## src/sv/ppo_pkg.sv

```systemverilog
package ppo_pkg;

  // Largest entry count any configuration can select
  localparam int unsigned SizeCap = 16;

  localparam int unsigned ValueW = 5;
  localparam int unsigned IterW  = 16;

  typedef enum logic [1:0] {
    REQ_WR_PERM = 2'd0,
    REQ_WR_VEC  = 2'd1,
    REQ_APPLY   = 2'd2,
    REQ_ORDER   = 2'd3
  } req_e;

  typedef enum logic [1:0] {
    CFG_ACTIVE_SIZE = 2'd0,
    CFG_MAX_ITER    = 2'd1
  } cfg_idx_e;

  typedef enum logic [8:0] {
    S_IDLE    = 9'b000000001,
    S_INIT_RD = 9'b000000010,
    S_INIT_WR = 9'b000000100,
    S_CMP_A   = 9'b000001000,
    S_CMP_B   = 9'b000010000,
    S_CMP_C   = 9'b000100000,
    S_EMIT_RD = 9'b001000000,
    S_EMIT_WR = 9'b010000000,
    S_RESULT  = 9'b100000000
  } state_e;

  // Clamp a stored or written value into 1..n
  function automatic logic [ValueW-1:0] clampv(input logic [ValueW-1:0] v,
                                                input logic [ValueW-1:0] n);
    logic [ValueW-1:0] r;
    r = v;
    if (r == '0) r = ValueW'(1);
    if (r > n) r = n;
    return r;
  endfunction

endpackage

```

## src/sv/ppo_ram.sv

```systemverilog
module ppo_ram #(
  parameter int unsigned Width = 5,
  parameter int unsigned Depth = 16
) (
  input  logic                     clk_i,
  input  logic                     we_i,
  input  logic [$clog2(Depth)-1:0] waddr_i,
  input  logic [Width-1:0]         wdata_i,
  input  logic [$clog2(Depth)-1:0] raddr_i,
  output logic [Width-1:0]         rdata_o
);

  logic [Width-1:0] mem_q [Depth];
  logic [Width-1:0] rdata_q;

  always_ff @(posedge clk_i) begin
    if (we_i) begin
      mem_q[waddr_i] <= wdata_i;
    end
    rdata_q <= mem_q[raddr_i];
  end

  assign rdata_o = rdata_q;

endmodule

```

## src/sv/permutation_power_and_order.sv

```systemverilog
// Permutation power and order engine.
// Input channel (in_valid_i / in_stall_o) takes one request word: write a
// permutation entry, write a vector entry, apply the permutation count times
// to the vector, or search the order of the permutation. Results leave on the
// output channel (out_valid_o / out_stall_i) through one output register, so a
// finished word may wait there while the engine already takes the next request.
// Operations, with n the effective size:
//   writes give no result;
//   apply composes the permutation count times over all n entries, then
//   emits n words, the last one marked with last_o;
//   order copies the permutation to the work copy, then composes once per
//   try (up to max_iterations), then gives one word with the order
//   or status 1 when no order was found.
// The rate is set by the single read port of the permutation RAM and the
// vector/work RAM: each entry needs a read of both, a dependent permutation
// read and a write-back.
// A stalled output word holds; emitting pauses until the word is taken.
// Reset clears control state and loads active_size 13 and max_iterations 4095;
// the RAM contents are undefined until written.
module permutation_power_and_order #(
  parameter int unsigned MAX_SIZE = 16
) (
  input  logic        clk_i,
  input  logic        rst_ni,

  input  logic        cfg_we_i,
  input  logic [1:0]  cfg_idx_i,
  input  logic [15:0] cfg_wdata_i,

  input  logic        in_valid_i,
  output logic        in_stall_o,
  input  logic [1:0]  req_type_i,
  input  logic [3:0]  position_i,
  input  logic [4:0]  value_i,
  input  logic [15:0] count_i,

  output logic        out_valid_o,
  input  logic        out_stall_i,
  output logic        status_o,
  output logic [3:0]  position_res_o,
  output logic [4:0]  value_res_o,
  output logic [15:0] order_o,
  output logic        last_o
);

  localparam int unsigned AddrW = $clog2(MAX_SIZE);
  localparam int unsigned VW    = ppo_pkg::ValueW;
  localparam int unsigned IW    = ppo_pkg::IterW;
  localparam int unsigned Cap   = (MAX_SIZE < ppo_pkg::SizeCap) ? MAX_SIZE
                                                                : ppo_pkg::SizeCap;
  localparam logic [VW-1:0] CapN = VW'(Cap);

  ppo_pkg::state_e state_q, state_d;

  logic [VW-1:0]    active_size_q;
  logic [IW-1:0]    max_iter_q;
  logic [AddrW-1:0] idx_q, idx_d;
  logic [IW-1:0]    cnt_q, cnt_d;
  logic             bank_q, bank_d;   // 0 vector, 1 work copy
  logic             mism_q, mism_d;
  logic             fail_q, fail_d;
  logic [VW-1:0]    pcl_q, pcl_d;

  logic             out_valid_q;
  logic             out_load;
  logic             out_status_d, out_last_d;
  logic [3:0]       out_pos_d;
  logic [VW-1:0]    out_val_d;
  logic [IW-1:0]    out_order_d;
  logic             status_q, last_q;
  logic [3:0]       pos_res_q;
  logic [VW-1:0]    val_res_q;
  logic [IW-1:0]    order_q;

  logic [VW-1:0]    n_eff;
  logic [IW-1:0]    iter_cap;
  logic             idx_last;
  logic             in_acc;
  logic             out_free;
  logic             pos_ok;
  logic [AddrW-1:0] pos_addr;

  logic             perm_we;
  logic [AddrW-1:0] perm_waddr, perm_raddr;
  logic [VW-1:0]    perm_wdata, perm_rdata;
  logic             data_we;
  logic [AddrW:0]   data_waddr, data_raddr;
  logic [VW-1:0]    data_wdata, data_rdata;

  logic [VW-1:0]    perm_cl, data_cl;
  logic             pass_match;

  // Configuration registers
  always_ff @(posedge clk_i or negedge rst_ni) begin
    if (!rst_ni) begin
      active_size_q <= VW'(13);
      max_iter_q    <= IW'(4095);
    end else if (cfg_we_i) begin
      unique case (cfg_idx_i)
        ppo_pkg::CFG_ACTIVE_SIZE: active_size_q <= cfg_wdata_i[VW-1:0];
        ppo_pkg::CFG_MAX_ITER:    max_iter_q    <= cfg_wdata_i;
        default: ;
      endcase
    end
  end

  always_comb begin
    n_eff = active_size_q;
    if (n_eff == '0) n_eff = VW'(1);
    if (n_eff > CapN) n_eff = CapN;
  end

  assign iter_cap = (max_iter_q == '0) ? IW'(1) : max_iter_q;
  assign idx_last = (32'(idx_q) == 32'(n_eff) - 32'd1);
  assign in_acc   = in_valid_i && !in_stall_o;
  assign in_stall_o = (state_q != ppo_pkg::S_IDLE);
  assign out_free = !out_valid_q || !out_stall_i;
  assign pos_ok   = (32'(position_i) < MAX_SIZE);
  assign pos_addr = AddrW'(position_i);

  assign perm_cl    = ppo_pkg::clampv(perm_rdata, n_eff);
  assign data_cl    = ppo_pkg::clampv(data_rdata, n_eff);
  assign pass_match = !mism_q && (perm_cl == pcl_q);

  // RAM ports
  always_comb begin
    perm_we    = 1'b0;
    perm_waddr = pos_addr;
    perm_wdata = ppo_pkg::clampv(value_i, n_eff);
    perm_raddr = idx_q;
    data_we    = 1'b0;
    data_waddr = {bank_q, idx_q};
    data_wdata = perm_cl;
    data_raddr = {bank_q, idx_q};

    unique case (state_q)
      ppo_pkg::S_IDLE: begin
        if (in_acc && pos_ok) begin
          perm_we    = (req_type_i == ppo_pkg::REQ_WR_PERM);
          data_we    = (req_type_i == ppo_pkg::REQ_WR_VEC);
          data_waddr = {1'b0, pos_addr};
          data_wdata = ppo_pkg::clampv(value_i, n_eff);
        end
      end
      ppo_pkg::S_INIT_WR: begin
        data_we    = 1'b1;
        data_waddr = {1'b1, idx_q};
      end
      ppo_pkg::S_CMP_B: begin
        perm_raddr = AddrW'(data_cl - VW'(1));
      end
      ppo_pkg::S_CMP_C: begin
        data_we = 1'b1;
      end
      ppo_pkg::S_EMIT_WR: begin
        data_we    = 1'b1;
        data_wdata = data_cl;
      end
      default: ;
    endcase
  end

  ppo_ram #(
    .Width(VW),
    .Depth(MAX_SIZE)
  ) u_perm_ram (
    .clk_i  (clk_i),
    .we_i   (perm_we),
    .waddr_i(perm_waddr),
    .wdata_i(perm_wdata),
    .raddr_i(perm_raddr),
    .rdata_o(perm_rdata)
  );

  // Lower half holds the vector, upper half the work copy
  ppo_ram #(
    .Width(VW),
    .Depth(2 * MAX_SIZE)
  ) u_data_ram (
    .clk_i  (clk_i),
    .we_i   (data_we),
    .waddr_i(data_waddr),
    .wdata_i(data_wdata),
    .raddr_i(data_raddr),
    .rdata_o(data_rdata)
  );

  // Sequencer
  always_comb begin
    state_d      = state_q;
    idx_d        = idx_q;
    cnt_d        = cnt_q;
    bank_d       = bank_q;
    mism_d       = mism_q;
    fail_d       = fail_q;
    pcl_d        = pcl_q;
    out_load     = 1'b0;
    out_status_d = 1'b0;
    out_pos_d    = '0;
    out_val_d    = '0;
    out_order_d  = '0;
    out_last_d   = 1'b1;

    unique case (state_q)
      ppo_pkg::S_IDLE: begin
        if (in_acc) begin
          idx_d  = '0;
          mism_d = 1'b0;
          unique case (req_type_i)
            ppo_pkg::REQ_APPLY: begin
              bank_d  = 1'b0;
              cnt_d   = count_i;
              state_d = (count_i == '0) ? ppo_pkg::S_EMIT_RD : ppo_pkg::S_CMP_A;
            end
            ppo_pkg::REQ_ORDER: begin
              bank_d  = 1'b1;
              cnt_d   = IW'(1);
              state_d = ppo_pkg::S_INIT_RD;
            end
            default: ;
          endcase
        end
      end
      ppo_pkg::S_INIT_RD: begin
        state_d = ppo_pkg::S_INIT_WR;
      end
      ppo_pkg::S_INIT_WR: begin
        if (idx_last) begin
          idx_d   = '0;
          state_d = ppo_pkg::S_CMP_A;
        end else begin
          idx_d   = idx_q + 1'b1;
          state_d = ppo_pkg::S_INIT_RD;
        end
      end
      ppo_pkg::S_CMP_A: begin
        state_d = ppo_pkg::S_CMP_B;
      end
      ppo_pkg::S_CMP_B: begin
        // Hold the clamped original entry for the order check
        pcl_d   = perm_cl;
        state_d = ppo_pkg::S_CMP_C;
      end
      ppo_pkg::S_CMP_C: begin
        if (perm_cl != pcl_q) mism_d = 1'b1;
        if (!idx_last) begin
          idx_d   = idx_q + 1'b1;
          state_d = ppo_pkg::S_CMP_A;
        end else begin
          idx_d  = '0;
          mism_d = 1'b0;
          if (!bank_q) begin
            cnt_d   = cnt_q - IW'(1);
            state_d = (cnt_q == IW'(1)) ? ppo_pkg::S_EMIT_RD : ppo_pkg::S_CMP_A;
          end else if (pass_match) begin
            fail_d  = 1'b0;
            state_d = ppo_pkg::S_RESULT;
          end else if (cnt_q == iter_cap) begin
            fail_d  = 1'b1;
            state_d = ppo_pkg::S_RESULT;
          end else begin
            cnt_d   = cnt_q + IW'(1);
            state_d = ppo_pkg::S_CMP_A;
          end
        end
      end
      ppo_pkg::S_EMIT_RD: begin
        // Read only once the output register is sure to be free
        if (out_free) state_d = ppo_pkg::S_EMIT_WR;
      end
      ppo_pkg::S_EMIT_WR: begin
        out_load   = 1'b1;
        out_pos_d  = 4'(idx_q);
        out_val_d  = data_cl;
        out_last_d = idx_last;
        if (idx_last) begin
          state_d = ppo_pkg::S_IDLE;
        end else begin
          idx_d   = idx_q + 1'b1;
          state_d = ppo_pkg::S_EMIT_RD;
        end
      end
      ppo_pkg::S_RESULT: begin
        if (out_free) begin
          out_load     = 1'b1;
          out_status_d = fail_q;
          out_order_d  = fail_q ? '0 : cnt_q;
          state_d      = ppo_pkg::S_IDLE;
        end
      end
      default: state_d = ppo_pkg::S_IDLE;
    endcase
  end

  always_ff @(posedge clk_i or negedge rst_ni) begin
    if (!rst_ni) begin
      state_q     <= ppo_pkg::S_IDLE;
      idx_q       <= '0;
      cnt_q       <= '0;
      bank_q      <= 1'b0;
      mism_q      <= 1'b0;
      fail_q      <= 1'b0;
      out_valid_q <= 1'b0;
    end else begin
      state_q <= state_d;
      idx_q   <= idx_d;
      cnt_q   <= cnt_d;
      bank_q  <= bank_d;
      mism_q  <= mism_d;
      fail_q  <= fail_d;
      if (out_load) begin
        out_valid_q <= 1'b1;
      end else if (!out_stall_i) begin
        out_valid_q <= 1'b0;
      end
    end
  end

  always_ff @(posedge clk_i) begin
    pcl_q <= pcl_d;
    if (out_load) begin
      status_q  <= out_status_d;
      pos_res_q <= out_pos_d;
      val_res_q <= out_val_d;
      order_q   <= out_order_d;
      last_q    <= out_last_d;
    end
  end

  assign out_valid_o    = out_valid_q;
  assign status_o       = status_q;
  assign position_res_o = pos_res_q;
  assign value_res_o    = val_res_q;
  assign order_o        = order_q;
  assign last_o         = last_q;

endmodule
```

## config.mk

```make
export PLATFORM = sky130hd
export DESIGN_NAME = permutation_power_and_order
export DESIGN_NICKNAME = d
export VERILOG_FILES = /design/src/sv/ppo_pkg.sv /design/src/sv/ppo_ram.sv /design/src/sv/permutation_power_and_order.sv
export SDC_FILE = /design/constraint.sdc
export NUM_CORES = 1
export LEC_CHECK = 0
export BUFFER_PORTS_ARGS = -buffer_cell sky130_fd_sc_hd__buf_4
export CAP_MARGIN = 20
export CORE_ASPECT_RATIO = 1.25
export CORE_MARGIN = 4
export CORE_UTILIZATION = 40
export DETAILED_ROUTE_END_ITERATION = 12
export PLACE_DENSITY_LB_ADDON = 0.1
export SYNTH_ARGS = -nofsm -noshare
export SYNTH_HDL_FRONTEND = slang
export SYNTH_SLANG_ARGS = --single-unit
```

## constraint.sdc

```tcl
create_clock -name clk_i -period 8.4 [get_ports clk_i]
set_input_delay 1.26 -clock clk_i [delete_from_list [all_inputs] [get_ports clk_i]]
set_output_delay 1.26 -clock clk_i [all_outputs]
set_load 0.01 [all_outputs]
```

# After elaboration in Yosys (flattened, before gate mapping)
# Memory sizes are Yosys's and may differ from the RTL's. A register that Yosys moved wholly into a read port is not among the register bits.
# Cells that the tools add are included.
# Widths: inputs -> output; s select.
# classes
add_sub_neg	5
mul	0
n_mux	60
n_reduce_logical	31
n_bitwise	2
div_mod_pow	0
order_cmp	5
n_eq_ne	29
shift	0
# op_table
operator	count
$mux 16	6
$pmux 9 s9	1
$mux 5	13
$pmux 16 s2	2
$mux 9	7
$eq 4x32->1	1
$logic_not 16->1	2
$mux 7	3
$gt 5x5->1	4
$logic_not 5->1	4
$mux 4	5
$pmux 5 s2	2
$pmux 9 s2	1
$add 16x1->16 const B	1
$eq 16x1->1 const B	1
$eq 16x16->1	1
$sub 16x1->16 const B	1
$mux 1	15
$pmux 4 s3	1
$ne 2x2->1 const B	5
$eq 9x1->1 const B	1
$eq 9x2->1 const B	1
$eq 9x3->1 const B	1
$eq 9x4->1 const B	1
other kinds (31)	52
# word_totals
ff_bits	86
latchBits	0
mem_count	2
word_cells	149
out_inout_bits	29
inputBits	50
ram_bits	240
rom_bits	0
# mem_list
memory	words	width	read_ports	rd_clocked_by_memory_dff	wr	line_no	source
u_data_ram.mem_q	32	5	1	1	1	ppo_ram.sv:13	logic [Width-1:0] mem_q [Depth];
u_perm_ram.mem_q	16	5	1	1	1	ppo_ram.sv:13	

# Longest topological paths before layout
# depth
word_depth	12
mapped_depth	17
mapped_depth_nobuf	17

# Hierarchy
# A second synthesis with hierarchy kept.
# hier_totals
hier_cells	1040
area_unflattened_um2	15304.7
# by_module_without_submodules
mod	area_per_inst_um2	n_inst	seq_area_each_um2	cells_each
ppo_ram at u_data_ram	6344.8	1	4904.7	277
permutation_power_and_order	5746.8	1	2332.2	608
ppo_ram at u_perm_ram	3213.1	1	2502.4	155

# Worst setup path after synthesis
# Ideal clock, no wire load.
# synth_path
path_type	input port to flip-flop
from	input value_i[1]
to	memory u_data_ram.mem_q[0][1] (data pin)
slack_ns	3.592
setup_ns	0.454
n_path_buf	0
arrival_time_ns	4.354
t_required_ns	7.946
cell_stages	11
path_cell_list	nor4_1 -> nor2_1 -> ha_1 -> nor2b_1 -> o21a_1 -> o21a_1 -> o21ai_0 -> a22oi_1 -> mux2_2 -> mux2i_1 -> o21ai_0
# synth_via
elab_chain_len	8
# synth_rtl
element	line_no	source
start: declaration	permutation_power_and_order.sv:34	input logic [4:0] value_i,
$logic_not 5->1	ppo_pkg.sv:38	if (r == '0) r = ValueW'(1);
$mux 5 (*)	ppo_pkg.sv:38	
$mux 5 (*)	permutation_power_and_order.sv:138	if (in_acc && pos_ok) begin
$mux 5 (*)	permutation_power_and_order.sv:136	unique case (state_q)
$gt 5x5->1	ppo_pkg.sv:39	if (r > n) r = n;
$mux 5 (*)	ppo_pkg.sv:39	
$mux 5 (*)	permutation_power_and_order.sv:138	
$pmux 5 s2 (*)	permutation_power_and_order.sv:136	
net data_wdata[1]	permutation_power_and_order.sv:88	logic [VW-1:0] data_wdata, data_rdata;
end: declaration	ppo_ram.sv:13	
# The timed path passes the listed nets; every way through them passes the cells marked *. The select of a mux whose other input is x is not followed.

# Worst setup path after layout
# layout_path
from	register active_size_q[2]
to	register u_perm_ram.rdata_q[2], in the netlist u_perm_ram.rdata_o[2] (read register of u_perm_ram.mem_q)
# layout_via
elab_chain_len	8
# layout_rtl
element	line_no	source
start: declaration	permutation_power_and_order.sv:55	logic [VW-1:0] active_size_q;
start signal: assignment	permutation_power_and_order.sv:100	ppo_pkg::CFG_ACTIVE_SIZE: active_size_q <= cfg_wdata_i[VW-1:0];
$logic_not 5->1	permutation_power_and_order.sv:109	if (n_eff == '0) n_eff = VW'(1);
$mux 5 (*)	permutation_power_and_order.sv:109	
$gt 5x5->1	permutation_power_and_order.sv:110	if (n_eff > CapN) n_eff = CapN;
$mux 5 (*)	permutation_power_and_order.sv:110	
$gt 5x5->1	ppo_pkg.sv:39	
$mux 5 (*)	ppo_pkg.sv:39	
$sub 4x1->4 (*)	permutation_power_and_order.sv:150	perm_raddr = AddrW'(data_cl - VW'(1));
$mux 4 (*)	permutation_power_and_order.sv:136	
end: declaration	ppo_ram.sv:14	logic [Width-1:0] rdata_q;
# Every way passes the cells marked *; elsewhere a longest branch is shown, timed or not.
# A chain may end at the register's enable or synchronous reset.

==> impl_metrics.toml <==
[power]
p_per_area_nw_per_um2 = 276
power_uw = 4920
vdd_ir_drop_max_mv = 0.189
leakagePower_uw = 0.00598

[drt]
wl_met2_mm = 19.1
via_count = 9743
ant_nets = 0
routed_wl_mm = 38.8
wl_per_cell_um = 22.2
drtIter0Drc = 731
routed.top_layer = "met4"
vias_per_cell = 5.57
wl_met3_mm = 1.64
route.layer.met1.wl_mm = 17.0
drt_pass1_iterations = 5
drcViolationCount = 0

[synthesis]
synth-edff-count = 272
ys_seq_elements = 336
ys_seq_area_share_pct = 62.4
syn_inst = 1162
yosysWarnings = 0
synth_area_um2 = 15600
synthesis.nets = 1233
ys.flop_type = "edfxtp_1"
syn_avg_cell_area_um2 = 13.4
yosysUniqueCellTypes = 88
synthArstFlopShare_pct = 16.1

[critical_path]
r2r-start = "active_size_q[2]"
start_kind = "flop"
crit_end = "u_perm_ram.rdata_o[2]"
critPathBufInv = 4
cp-end-kind = "flop"
crit_chain = "inv_1 > nor2_1 > inv_1 > ha_1 > and3_1 > o21ai_1 > a21oi_4 > mux2i_1 > inv_1 > ha_1 > o21ai_4 > buf_4 > mux2_2 > nor2_1 > a21oi_1 > a221o_1"
slowest_stage = "dfstp_2"
r2r_cells = 16
crit_family = "compound AO/OA/AOI/OAI gates"
r2r_end = "u_perm_ram.rdata_o[2]"
crit_arrival_ns = 4.95
cp_max_fo = 40
critPathMaxStageDelay_ns = 0.56
worstSetupPathDepth = 16
required_ns = 8.81
crit_start = "active_size_q[2]"
crit_top_cell = "inv_1"
rrSetupSlack_ns = 3.87
path_class = "reg -> reg"

[flow_run]
drv_cap = 0

[sta]
fin_crit_ns = 4.53
relSlewSlack_pct = 32.5
setup_ws_ns = 3.87
max_freq_mhz = 221
rsz0062_at_grt = "false"
slew_viol_final = 0
holdWs_ns = 0.542
final-setup-viol-count = 0
finalHoldViolCount = 0
tightest_slew_ns = 1.01
tns_ns = 0
skew_ns = 0.0258
finalCritPeriodShare_pct = 54.0

[die]
coreArea_um2 = 38300
die_w_um = 185
fp.dieH_um = 229
rows = 80
io_pins = 79
start_util_pct = 40.7
dieArea_um2 = 42300

[place]
dp_hpwl_mm = 26.3
routabilityCongestion = 0.836
pre_cts_ws_ns = 3.44
portBuffers = 78

[clocking]
clock_sinks = 336
hold_buffers = 0
cts_root_buffer = "clkbuf_16"
htree_levels = 2
clock_latency_ns = 0.54
cts.path.max_buffers = 3
cts_tree = "yes"
cts-buffers-inserted = 37
cts_setup_buffers = 0
cts.clk_slew.worst_paths_ns = 0.06
postCtsResizedCells = 0

[final_layout]
antenna_cells = 0
multi_input_area_um2 = 5440
drive_gt1_share_pct = 20.6
fillers = 3434
final_cell_mix = "edfxtp_1 (272), nor2_1 (96), buf_4 (93), mux2i_1 (79), nand2_1 (64)"
syn2layout_area_growth_pct = 14.3
nNetsFinal = 1298
final_common_cell = "edfxtp_1"
seqCellArea_um2 = 9740

[worst_hold_path]
hold_path_class = "reg -> reg"
min_path_cells = 2

[grt]
antenna_found_initial = 0
grt_start_max_net_pins = 55
grt.overflow.total = 0
grt_pass1_wl_mm = 59.8
grt_util_all_layers_pct = 18.2
grt_pass1_vias = 9945

[run_status]
status = "completed"
## synthesized netlist by cell type (10+ instances only)
| cell type | instances | area [um^2] |
|---|---|---|
| and2_1 | 22 | 138 |
| ha_1 | 21 | 263 |
| nor4_1 | 12 | 75.1 |
| o221ai_1 | 28 | 245 |
| mux4_2 | 20 | 450 |
| nand3_1 | 19 | 95.1 |
| dfstp_2 | 16 | 420 |
| dfxtp_1 | 10 | 200 |
| a31oi_1 | 13 | 81.3 |
| nand2_1 | 64 | 240 |
| xor2_1 | 10 | 87.6 |
| o21ai_0 | 37 | 185 |
| mux2i_1 | 79 | 791 |
| nand4_1 | 13 | 81.3 |
| inv_1 | 30 | 113 |
| o22ai_1 | 12 | 75.1 |
| nand2b_1 | 10 | 62.6 |
| nor2_1 | 96 | 360 |
| xnor2_1 | 18 | 158 |
| o211ai_1 | 11 | 82.6 |
| dfrtp_1 | 38 | 951 |
| and3_1 | 11 | 68.8 |
| nor3_1 | 36 | 180 |
| clkbuf_1 | 43 | 161 |
| mux2_2 | 42 | 473 |
| edfxtp_1 | 272 | 8170 |
| a21oi_1 | 43 | 215 |
| buf_2 | 11 | 55.1 |
## registers in the layout (all words and copies together) (netlist names), 4 cells and up
register,count
active_size_q,5
cnt_q,16
idx_q,4
max_iter_q,16
order_o,16
pcl_q,5
position_res_o,4
state_q,9
u_data_ram.mem_q,160
u_data_ram.rdata_o,5
u_perm_ram.mem_q,80
u_perm_ram.rdata_o,5
value_res_o,5
## final cells by class
class,instances,area share [%]
Tap cell,492,3.45
Sequential cell,336,54.6
Clock inverter,12,0.505
Clock buffer,56,6.23
Multi-Input combinational cell,727,30.5
Inverter,31,0.652
Timing Repair Buffer,94,4.07
## how the worst min path moves through the flow
stage	startpoint	to	slack, ns
2_1_floorplan	state_q[6]	state_q[6]	0.49
3_3_place_gp	state_q[6]	state_q[6]	0.53
3_5_place_dp	out_valid_o	out_valid_o	0.53
4_1_cts	out_valid_o	out_valid_o	0.55
5_1_grt	mism_q	mism_q	0.59
6_report	out_valid_o	out_valid_o	0.54
## logic make-up (layout without fill, tap and decap cells)
family,count (synthesis),after routing,synth area share [%]
compound gates,204,204,9.27
buf+inv,99,193,2.83
fa+ha+maj,21,21,1.68
flops,336,336,62.4
mux,143,143,11.2
simple gates,330,330,10.9
xor+xnor,29,29,1.75
## worst reg2reg max path, stage by stage, from the launching register on
cell	delay (ns)
dfstp_2	0.56
inv_1	0.08
nor2_1	0.27
inv_1	0.19
ha_1	0.31
and3_1	0.18
o21ai_1	0.16
a21oi_4	0.28
mux2i_1	0.25
inv_1	0.10
ha_1	0.34
o21ai_4	0.14
buf_4	0.56
mux2_2	0.44
nor2_1	0.09
a21oi_1	0.08
a221o_1	0.39
## metal layers
layer / vias up / GRT usage, %
met2: 225 / 30.0
met5: - / 0
met1: 4841 / 25.1
met3: 64 / 2.53
met4: 0 / 5.74
li1: 4613 / -
## stage by stage
step | cell area, um^2 | instances | util, %
floorplan | 15600 | 1162 | -
global placement | 16600 | 1678 | 43.3
detailed placement | 16600 | 1679 | 43.3
CTS | 17800 | 1747 | 46.5
global route | 17800 | 1748 | 46.5
finish | 17800 | 1748 | 46.5
## report_power, final
group          total, uW  switching (uW)  leakage, uW  internal [uW]
Clock               1590             647     0.000585            947
Combinational       1080             693      0.00218            384
Sequential          2250             159      0.00321           2090
Note: power is estimated with default switching activity, not from simulation.
